[src/rtl/fdtsp_pkg.sv]
// types and constants shared by the devicetree structure-block parser
package fdtsp_pkg;

    typedef enum logic [2:0] {
        PH_TAG   = 3'd0,
        PH_NAME  = 3'd1,
        PH_PLEN  = 3'd2,
        PH_POFF  = 3'd3,
        PH_PDATA = 3'd4,
        PH_PAD   = 3'd5
    } phase_t;

    localparam logic [2:0] EV_NODE_BEGIN = 3'd0;
    localparam logic [2:0] EV_NAME_BYTE  = 3'd1;
    localparam logic [2:0] EV_NODE_END   = 3'd2;
    localparam logic [2:0] EV_PROP_HDR   = 3'd3;
    localparam logic [2:0] EV_PROP_BYTE  = 3'd4;
    localparam logic [2:0] EV_NOP        = 3'd5;
    localparam logic [2:0] EV_END        = 3'd6;

    localparam logic [31:0] TAG_BEGIN_NODE = 32'd1;
    localparam logic [31:0] TAG_END_NODE   = 32'd2;
    localparam logic [31:0] TAG_PROP       = 32'd3;
    localparam logic [31:0] TAG_NOP        = 32'd4;

    localparam int DEPTH_OUT_W = 7;
    localparam int OUT_DATA_W  = 80;

    typedef struct packed {
        logic [2:0]             event_kind;
        logic [7:0]             byte_value;
        logic [31:0]            prop_length;
        logic [31:0]            name_offset;
        logic [DEPTH_OUT_W-1:0] nest_depth;
        logic                   last_of_run;
    } event_t;

endpackage

[src/rtl/fdtsp_in_stage.sv]
// input register holding one structure-block byte
module fdtsp_in_stage (
    input  logic       aclk,
    input  logic       aresetn,
    input  logic       s_tvalid,
    output logic       s_tready,
    input  logic [7:0] s_tdata,   // struct_byte
    input  logic       advance,
    output logic       in_valid,
    output logic [7:0] in_byte
);

    logic       valid_reg;
    logic       valid_next;
    logic [7:0] byte_reg;

    assign s_tready = !valid_reg || advance;
    assign in_valid = valid_reg;
    assign in_byte  = byte_reg;

    always_comb begin
        valid_next = valid_reg;
        if (s_tready) begin
            valid_next = s_tvalid;
        end
    end

    always_ff @(posedge aclk) begin
        if (!aresetn) begin
            valid_reg <= 1'b0;
        end else begin
            valid_reg <= valid_next;
        end
        if (s_tvalid && s_tready) begin
            byte_reg <= s_tdata;
        end
    end

endmodule

[src/rtl/fdtsp_parser.sv]
// token parser state and per-byte next-state and event logic
module fdtsp_parser #(
    parameter int MAX_DEPTH = 64
) (
    input  logic              aclk,
    input  logic              aresetn,
    input  logic              step,
    input  logic [7:0]        in_byte,
    output logic              has_result,
    output fdtsp_pkg::event_t ev
);

    localparam int DW = $clog2(MAX_DEPTH + 1);
    localparam int XW = (DW > fdtsp_pkg::DEPTH_OUT_W) ? DW : fdtsp_pkg::DEPTH_OUT_W;
    localparam logic [DW-1:0] DEPTH_MAX = DW'(MAX_DEPTH);

    fdtsp_pkg::phase_t phase_reg, phase_next;
    logic [1:0]        count_reg, count_next;
    logic [31:0]       word_reg, word_next;
    logic [31:0]       remain_reg, remain_next;
    logic [31:0]       held_reg, held_next;
    logic [1:0]        align_reg, align_next;
    logic [DW-1:0]     depth_reg, depth_next;
    logic              finished_reg, finished_next;

    logic        word_full;
    logic [31:0] remain_dec;
    logic [XW-1:0] depth_ext;

    assign word_full  = (count_reg == 2'd3);
    assign remain_dec = (remain_reg != 32'd0) ? remain_reg - 32'd1 : 32'd0;
    assign depth_ext  = XW'(depth_next);

    always_comb begin
        phase_next    = phase_reg;
        count_next    = count_reg;
        word_next     = word_reg;
        remain_next   = remain_reg;
        held_next     = held_reg;
        align_next    = align_reg;
        depth_next    = depth_reg;
        finished_next = finished_reg;
        has_result    = 1'b0;
        ev            = '0;
        if (step && !finished_reg) begin
            align_next = align_reg + 2'd1;
            case (phase_reg)
                fdtsp_pkg::PH_NAME: begin
                    has_result    = 1'b1;
                    ev.event_kind = fdtsp_pkg::EV_NAME_BYTE;
                    if (in_byte == 8'd0) begin
                        ev.last_of_run = 1'b1;
                        phase_next = (align_next != 2'd0) ? fdtsp_pkg::PH_PAD
                                                          : fdtsp_pkg::PH_TAG;
                    end else begin
                        ev.byte_value = in_byte;
                    end
                end
                fdtsp_pkg::PH_PLEN: begin
                    word_next  = {word_reg[23:0], in_byte};
                    count_next = word_full ? 2'd0 : count_reg + 2'd1;
                    if (word_full) begin
                        held_next  = word_next;
                        phase_next = fdtsp_pkg::PH_POFF;
                    end
                end
                fdtsp_pkg::PH_POFF: begin
                    word_next  = {word_reg[23:0], in_byte};
                    count_next = word_full ? 2'd0 : count_reg + 2'd1;
                    if (word_full) begin
                        has_result     = 1'b1;
                        ev.event_kind  = fdtsp_pkg::EV_PROP_HDR;
                        ev.prop_length = held_reg;
                        ev.name_offset = word_next;
                        if (held_reg == 32'd0) begin
                            phase_next = fdtsp_pkg::PH_TAG;
                        end else begin
                            remain_next = held_reg;
                            phase_next  = fdtsp_pkg::PH_PDATA;
                        end
                    end
                end
                fdtsp_pkg::PH_PDATA: begin
                    has_result    = 1'b1;
                    ev.event_kind = fdtsp_pkg::EV_PROP_BYTE;
                    ev.byte_value = in_byte;
                    remain_next   = remain_dec;
                    if (remain_dec == 32'd0) begin
                        ev.last_of_run = 1'b1;
                        phase_next = (align_next != 2'd0) ? fdtsp_pkg::PH_PAD
                                                          : fdtsp_pkg::PH_TAG;
                    end
                end
                fdtsp_pkg::PH_PAD: begin
                    if (align_next == 2'd0) begin
                        phase_next = fdtsp_pkg::PH_TAG;
                    end
                end
                default: begin
                    phase_next = fdtsp_pkg::PH_TAG;
                    word_next  = {word_reg[23:0], in_byte};
                    count_next = word_full ? 2'd0 : count_reg + 2'd1;
                    if (word_full) begin
                        has_result = 1'b1;
                        case (word_next)
                            fdtsp_pkg::TAG_BEGIN_NODE: begin
                                if (depth_reg < DEPTH_MAX) begin
                                    depth_next = depth_reg + DW'(1);
                                end
                                phase_next    = fdtsp_pkg::PH_NAME;
                                ev.event_kind = fdtsp_pkg::EV_NODE_BEGIN;
                            end
                            fdtsp_pkg::TAG_END_NODE: begin
                                if (depth_reg != '0) begin
                                    depth_next = depth_reg - DW'(1);
                                end
                                ev.event_kind = fdtsp_pkg::EV_NODE_END;
                            end
                            fdtsp_pkg::TAG_PROP: begin
                                has_result = 1'b0;
                                phase_next = fdtsp_pkg::PH_PLEN;
                            end
                            fdtsp_pkg::TAG_NOP: begin
                                ev.event_kind = fdtsp_pkg::EV_NOP;
                            end
                            default: begin
                                finished_next = 1'b1;
                                ev.event_kind = fdtsp_pkg::EV_END;
                            end
                        endcase
                    end
                end
            endcase
            ev.nest_depth = depth_ext[fdtsp_pkg::DEPTH_OUT_W-1:0];
        end
    end

    always_ff @(posedge aclk) begin
        if (!aresetn) begin
            phase_reg    <= fdtsp_pkg::PH_TAG;
            count_reg    <= 2'd0;
            word_reg     <= 32'd0;
            remain_reg   <= 32'd0;
            held_reg     <= 32'd0;
            align_reg    <= 2'd0;
            depth_reg    <= '0;
            finished_reg <= 1'b0;
        end else begin
            phase_reg    <= phase_next;
            count_reg    <= count_next;
            word_reg     <= word_next;
            remain_reg   <= remain_next;
            held_reg     <= held_next;
            align_reg    <= align_next;
            depth_reg    <= depth_next;
            finished_reg <= finished_next;
        end
    end

endmodule

[src/rtl/fdtsp_out_stage.sv]
// result register driving the event stream
module fdtsp_out_stage (
    input  logic                              aclk,
    input  logic                              aresetn,
    input  logic                              advance,
    input  logic                              has_result,
    input  fdtsp_pkg::event_t                 ev,
    output logic                              out_free,
    output logic                              m_tvalid,
    input  logic                              m_tready,
    output logic [fdtsp_pkg::OUT_DATA_W-1:0]  m_tdata,  // byte_value, prop_length, name_offset, nest_depth
    output logic [2:0]                        m_tuser,  // event_kind
    output logic                              m_tlast
);

    logic              valid_reg;
    logic              valid_next;
    fdtsp_pkg::event_t ev_reg;

    assign out_free = !valid_reg || m_tready;
    assign m_tvalid = valid_reg;
    assign m_tuser  = ev_reg.event_kind;
    assign m_tlast  = ev_reg.last_of_run;
    assign m_tdata  = {1'b0, ev_reg.nest_depth, ev_reg.name_offset,
                       ev_reg.prop_length, ev_reg.byte_value};

    always_comb begin
        valid_next = valid_reg;
        if (advance) begin
            valid_next = has_result;
        end else if (m_tready) begin
            valid_next = 1'b0;
        end
    end

    always_ff @(posedge aclk) begin
        if (!aresetn) begin
            valid_reg <= 1'b0;
        end else begin
            valid_reg <= valid_next;
        end
        if (advance && has_result) begin
            ev_reg <= ev;
        end
    end

endmodule

[src/rtl/devicetree_struct_token_parser_unit.sv]
// top level of the devicetree structure-block token parser
// an accepted byte is held in the input register and its result beat in the result register
// throughput: one byte per cycle while the result side is not stalled, with combinational
// tag and run logic between the input register and the result register
// reset (aresetn low, synchronous) returns to expecting a tag at depth zero;
// after an end or unknown tag, beats are taken and dropped until reset
module devicetree_struct_token_parser_unit #(
    parameter int MAX_DEPTH = 64
) (
    input  logic                              aclk,
    input  logic                              aresetn,
    input  logic                              s_tvalid,
    output logic                              s_tready,
    input  logic [7:0]                        s_tdata,  // struct_byte
    output logic                              m_tvalid,
    input  logic                              m_tready,
    output logic [fdtsp_pkg::OUT_DATA_W-1:0]  m_tdata,  // byte_value, prop_length, name_offset, nest_depth
    output logic [2:0]                        m_tuser,  // event_kind
    output logic                              m_tlast
);

    logic              in_valid;
    logic [7:0]        in_byte;
    logic              out_free;
    logic              advance;
    logic              has_result;
    fdtsp_pkg::event_t ev;

    assign advance = in_valid && out_free;

    fdtsp_in_stage u_in (
        .aclk     (aclk),
        .aresetn  (aresetn),
        .s_tvalid (s_tvalid),
        .s_tready (s_tready),
        .s_tdata  (s_tdata),
        .advance  (advance),
        .in_valid (in_valid),
        .in_byte  (in_byte)
    );

    fdtsp_parser #(
        .MAX_DEPTH (MAX_DEPTH)
    ) u_parser (
        .aclk       (aclk),
        .aresetn    (aresetn),
        .step       (advance),
        .in_byte    (in_byte),
        .has_result (has_result),
        .ev         (ev)
    );

    fdtsp_out_stage u_out (
        .aclk       (aclk),
        .aresetn    (aresetn),
        .advance    (advance),
        .has_result (has_result),
        .ev         (ev),
        .out_free   (out_free),
        .m_tvalid   (m_tvalid),
        .m_tready   (m_tready),
        .m_tdata    (m_tdata),
        .m_tuser    (m_tuser),
        .m_tlast    (m_tlast)
    );

endmodule

[config.mk]
export PLATFORM = sky130hd
export DESIGN_NAME = devicetree_struct_token_parser_unit
export DESIGN_NICKNAME = d
export VERILOG_FILES = /design/src/rtl/fdtsp_pkg.sv /design/src/rtl/fdtsp_in_stage.sv /design/src/rtl/fdtsp_parser.sv /design/src/rtl/fdtsp_out_stage.sv /design/src/rtl/devicetree_struct_token_parser_unit.sv
export SDC_FILE = /design/constraint.sdc
export NUM_CORES = 1
export LEC_CHECK = 0
export BUFFER_PORTS_ARGS = -buffer_cell sky130_fd_sc_hd__buf_2
export CORE_MARGIN = 3
export CORE_UTILIZATION = 55
export CTS_CLUSTER_SIZE = 16
export DETAILED_ROUTE_END_ITERATION = 8
export GPL_ROUTABILITY_DRIVEN = 0
export PLACE_DENSITY = 0.84
export SLEW_MARGIN = 20
export SYNTH_ARGS = -nofsm -noshare
export SYNTH_HDL_FRONTEND = slang
export SYNTH_SLANG_ARGS = --single-unit
export TNS_END_PERCENT = 100
[constraint.sdc]
create_clock -name aclk -period 8 [get_ports aclk]
set_input_delay 0.4 -clock aclk [delete_from_list [all_inputs] [get_ports aclk]]
set_output_delay 0.4 -clock aclk [all_outputs]
set_load 0.05 [all_outputs]
# ---- Word-level counts from Yosys, hierarchy flattened
# Index checks and enable logic that the tools add are counted.
# W data, S select, Z words.
dict set report totals {
  wordCells 109
  inputBits 12
  output_inout_bits 86
  regBits 196
}
dict set report op_classes {
  n_addsub 5
  mux 37
  n_reduce_logical 30
  order_cmp 1
  eq_ne 16
  n_bitwise 3
}
# op n
set ops {}
lappend ops {{$mux W32} 3}
lappend ops {{$eq A32 B2 Y1 const B} 2}
lappend ops {{$logic_not A32 Y1} 2}
lappend ops {{$pmux W32 S2} 1}
lappend ops {{$mux W7} 5}
lappend ops {{$eq A32 B1 Y1 const B} 1}
lappend ops {{$eq A32 B3 Y1 const B} 1}
lappend ops {{$reduce_bool A32 Y1} 1}
lappend ops {{$sub A32 B1 Y32 const B} 1}
lappend ops {{$mux W3} 9}
lappend ops {{$pmux W8 S2} 1}
lappend ops {{$pmux W3 S5} 1}
lappend ops {{$pmux W7 S2} 1}
lappend ops {{$pmux W3 S4} 1}
lappend ops {{$ne A2 B1 Y1 const B} 5}
lappend ops {{$pmux W3 S3} 1}
lappend ops {{$logic_not A8 Y1} 1}
lappend ops {{$mux W1} 8}
lappend ops {{$mux W8} 1}
lappend ops {{$reduce_and A4 Y1} 2}
lappend ops {{$add A7 B1 Y7 const B} 1}
lappend ops {{$lt A7 B7 Y1 const B} 1}
lappend ops {{$reduce_bool A7 Y1} 1}
lappend ops {{$sub A7 B1 Y7 const B} 1}
lappend ops {{23 further kinds} 40}

# ---- Depth between registers and ports, before layout
dict set report logic_depth {
  depth_word 6
  depth_mapped 11
}

# ---- Modules after synthesis
# A second synthesis with hierarchy kept.
dict set report unflattened {
  cells_unflattened 986
  area_unflattened_um2 9192.6
}
# mod area_per_inst_um2 cells_per_inst n_inst
set modules_own_cells {}
lappend modules_own_cells {fdtsp_parser 6333.6 882 1}
lappend modules_own_cells {fdtsp_out_stage 2555.0 90 1}
lappend modules_own_cells {fdtsp_in_stage 297.8 13 1}
lappend modules_own_cells {devicetree_struct_token_parser_unit 6.3 1 1}

# ---- Worst setup path before layout
# Ideal clock, no wire load.
dict set report synth_timing {
  path_type {reg-to-reg}
  from {register u_out.valid_reg, in the netlist u_out.m_tvalid}
  to {register u_out.ev_reg (netlist bit u_out.m_tdata[0]) (enable)}
  setup_ns 0.452
  path_buffers 0
  arrival_time_ns 3.357
  path_stages_with_launch 4
  required_time_ns 7.548
  slack_ns 4.192
  synth_period_minus_slack_ns 3.808
  path_cell_list {dfxtp_1 -> nor2b_1 -> nor3b_1 -> and3_1}
}
dict set report synth_via {
  elab_chain_len 6
}
# item line
set synth_rtl {}
lappend synth_rtl {{from (decl)} fdtsp_out_stage.sv:16} ;# logic valid_reg;
lappend synth_rtl {{from (signal assigned)} fdtsp_out_stage.sv:40} ;# valid_reg <= valid_next;
lappend synth_rtl {{$logic_not A1 Y1 *} fdtsp_out_stage.sv:20} ;# assign out_free = !valid_reg || m_tready;
lappend synth_rtl {{$logic_or A1 B1 Y1 *} fdtsp_out_stage.sv:20}
lappend synth_rtl {{$logic_and A1 B1 Y1 *} devicetree_struct_token_parser_unit.sv:29} ;# assign advance = in_valid && out_free;
lappend synth_rtl {{$logic_and A1 B1 Y1} fdtsp_parser.sv:45} ;# if (step && !finished_reg) begin
lappend synth_rtl {{$mux W1} fdtsp_parser.sv:45}
lappend synth_rtl {{$logic_and A1 B1 Y1 *} fdtsp_out_stage.sv:42} ;# if (advance && has_result) begin
lappend synth_rtl {{to (signal assigned)} fdtsp_out_stage.sv:43} ;# ev_reg <= ev;
lappend synth_rtl {{to (decl)} fdtsp_out_stage.sv:18} ;# fdtsp_pkg::event_t ev_reg;
# Mark *: on every way between the ends. The rest lies on a longest branch, timed or not.
# A chain may end at the register's enable or synchronous reset.

# ---- Final worst setup path
dict set report layout_timing {
  from {register u_parser.word_reg[1]}
  to {register u_out.ev_reg (netlist bit u_out.m_tdata[19]) (enable)}
}
dict set report layout_via {
  elab_chain_len 6
}
# item line
set layout_rtl {}
lappend layout_rtl {{from (decl)} fdtsp_parser.sv:19} ;# logic [31:0] word_reg, word_next;
lappend layout_rtl {{from (signal assigned)} fdtsp_parser.sv:151} ;# word_reg <= word_next;
lappend layout_rtl {{$eq A32 B2 Y1} fdtsp_parser.sv:105} ;# case (word_next)
lappend layout_rtl {{$mux W1} fdtsp_parser.sv:105}
lappend layout_rtl {{$mux W1} fdtsp_parser.sv:103} ;# if (word_full) begin
lappend layout_rtl {{$pmux W1 S3} fdtsp_parser.sv:47} ;# case (phase_reg)
lappend layout_rtl {{$mux W1} fdtsp_parser.sv:45}
lappend layout_rtl {{$logic_and A1 B1 Y1} fdtsp_out_stage.sv:42}
# No other way between the ends.

==> reports/metrics.yaml <==
synth:
  ys_ff_latch: 196
  synth-async-reset-ratio_pct: 0
  syn-cell-area_um2: 9052
  avgSynthCellArea_um2: 9.509
  synth.top_cell.area_share_pct: 30.19
  synth.distinct_cells: 70
  synth_top_area_cell: "edfxtp_1"
  ys.flop_type: "dfxtp_1"
  yosys-top-cells-area: "edfxtp_1 30%, dfxtp_1 23%, nand2_1 5.7%"
  syn_nets: 970
  yosys_warnings: 0
  synth_seq_area_share_pct: 53.41
  synth-edff-count: 91
  syn_inst: 952
layout:
  final_cell_mix: "137 x nand2_1, 107 x nor2_1, 105 x dfxtp_1"
  largest_reg_flops: 79
  utilization_pct: 64.02
  n_antenna_cell: 0
  syn_to_final_growth_pct: 13.16
  final.fill_count: 1277
  mostFrequentLayoutCell: "nand2_1"
  nets: 1036
  final_layout_size_suffix_gt1_share_pct: 15.52
clock_tree:
  cts_setup_buffers: 0
  htree_levels: 4
  clock_latency_ns: 0.45
  cts_buffer_depth: 2
  cts-resized-gates: 0
  cts_tree: "built"
  cts_num_sinks: 196
  cts_buffers: 17
  cts_root_buffer: "clkbuf_16"
  clk_pin_slew_worst_paths_ns: 0.07
  cts_hold_buf: 0
setup_path:
  worstReg2RegEnd: "u_out.m_tdata[19]$_SDFFCE_PN0P_"
  critPathMaxFanout: 76
  critPathRequiredTime_ns: 8.07
  cp_slowest_stage_delay_ns: 0.73
  crit_type: "reg -> reg"
  worst_setup_path_end_kind: "flop"
  start_kind: "flop"
  cp.arrival_ns: 3.13
  critical_path.cell_chain: "nor4_1 -> nand4_1 -> nor3_2 -> and3_1 -> o311ai_0 -> and3_4 -> buf_4"
  r2r_start: "u_parser.word_reg[1]$_SDFFE_PN0P_"
  r2r_setup_slack_ns: 4.94
  cp_slowest_cell: "buf_4"
  reg2reg_depth: 7
routing:
  avgRoutedWirePerCell_um: 17.59
  drc: 0
  drtAntennaViolNets: 0
  avgViaCountPerCell: 6.022
  drt_pass1_iterations: 5
  drt_iter0_markers: 645
  vias: 7510
  finalWirelength_mm: 21.94
timing:
  rsz0062_at_grt: "no"
  slew_viol_final: 0
  worst_pin_slew_ns: 0.9698
  fmax_ghz: 0.3265
  min_period_ns: 3.063
  clock_skew_ns: 0.01052
  fin_setup_tns_ns: 0
  period_share_pct: 38.28
  setup_viol: 0
  relSlewSlack_pct: 35.35
  finalHoldViolCount: 0
global_route:
  grt_antenna_before_repair: 0
  track_usage_pct: 24.82
  grt_max_degree: 93
  grt_pass1_vias: 7031
  grt_pass1_wl_mm: 35.65
  overflow: 0
floorplan:
  die_w_um: 134.3
  core_area_um2: 16000
  initial_core_util_pct: 56.58
  ioPinCount: 98
  rows: 46
  dieArea_um2: 18030
  die_height_um: 134.3
worst_hold_path:
  hold_path_depth: 1
  hold_path_end: "u_in.in_byte[0]$_DFFE_PP_"
  hold_class: "in -> reg"
  min_from: "s_tdata[0]"
placement:
  dp_hpwl_mm: 14.97
  io_buffers: 96
power:
  leakage_nw: 4.039
  power.density_nw_per_um2: 202.4
  peakVddDrop_mv: 0.1561
job:
  cap_violations: 0
status:
  status: "complete, no violations"
[layer usage]
metal  vias to the layer above  routed length (um)  global-route usage, %
li1                       3521                   -                      -
met1                      3558                8905                  32.01
met2                       360               10520                  40.11
met3                        71                1821                  6.414
met4                         0                 696                  10.12
met5                         -                   0                      0
[logic make-up after synthesis]
kind of cell	Yosys count	share of synthesized area [%]
and+or+nand+nor	455	25.53
DFF	196	53.41
AOI/OAI and AO/OA	175	11.82
buffers and inverters	70	3.151
muxes	34	3.773
xor gates and xnor gates	15	1.451
adders and majority gates	6	0.8293
other	1	0.04143
[cells in the mapped netlist, types with 8 or more instances]
cell,n
clkbuf_1,45
mux2i_1,33
edfxtp_1,91
and2_1,79
nand4_1,15
xnor2_1,9
nor3_1,28
nor4_1,25
dfxtp_1,105
a21oi_1,62
buf_2,9
inv_1,12
a22oi_1,18
nand2_1,137
nand3_1,9
o21ai_0,45
a211oi_1,8
nor2_1,107
[report_power, final]
part	leakage, nW	internal, mW	total (mW)	switching (mW)
clock network	0.281	0.456	0.829	0.373
logic	1.97	0.0502	0.165	0.115
registers	1.79	1.06	1.08	0.0181
[per-stage QoR]
stage / power, mW / area [um^2] / std cells / hold WS [ns] / worst slack (ns)
floorplan: 1.223 / 9052 / 952 / 0.4400 / 4.192
global placement: 1.259 / 9668 / 1215 / 0.4466 / 5.082
detailed placement: 1.262 / 9668 / 1215 / 0.4540 / 4.966
CTS: 2.076 / 10240 / 1247 / 0.1258 / 4.947
global route: 2.141 / 10240 / 1247 / 0.1228 / 4.551
finish: 2.073 / 10240 / 1247 / 0.1349 / 4.937
[how the worst max path moves through the flow]
stage / from / end / slack, ns / depth (start not counted)
4_1_cts: u_parser.word_reg[1]$_SDFFE_PN0P_ / u_out.m_tdata[60]$_SDFFCE_PN0P_ / 4.95 / 7
3_5_place_dp: m_tready / u_out.m_tdata[9]$_SDFFCE_PN0P_ / 4.97 / 6
6_report: u_parser.word_reg[1]$_SDFFE_PN0P_ / u_out.m_tdata[19]$_SDFFCE_PN0P_ / 4.94 / 7
3_3_place_gp: u_parser.word_reg[0]$_SDFFE_PN0P_ / u_out.m_tdata[56]$_SDFFCE_PN0P_ / 5.08 / 7
5_1_grt: u_parser.remain_reg[0]$_SDFFE_PN0P_ / u_parser.remain_reg[21]$_SDFFE_PN0P_ / 4.55 / 10
2_1_floorplan: u_out.m_tvalid$_SDFFE_PN0P_ / u_out.m_tdata[0]$_SDFFCE_PN0P_ / 4.19 / 3
[critical path: cells and delay by family, from the launching register on]
family | cells | cell delay [ns]
and+or+nand+nor | 5 | 1.10
buffers and inverters | 1 | 0.73
DFF | 1 | 0.45
AOI/OAI and AO/OA | 1 | 0.31
[area by class of cell]
class | instances | area, um^2 | area share [%]
clock buffer | 22 | 474.2 | 4.629
inverter | 12 | 45.04 | 0.4397
sequential | 196 | 4835 | 47.20
tap | 216 | 270.3 | 2.638
timing repair buffer | 105 | 548.0 | 5.350
clock inverter | 10 | 95.09 | 0.9283
multi-input combinational | 686 | 3976 | 38.82
(Power assumes the default switching activity.)
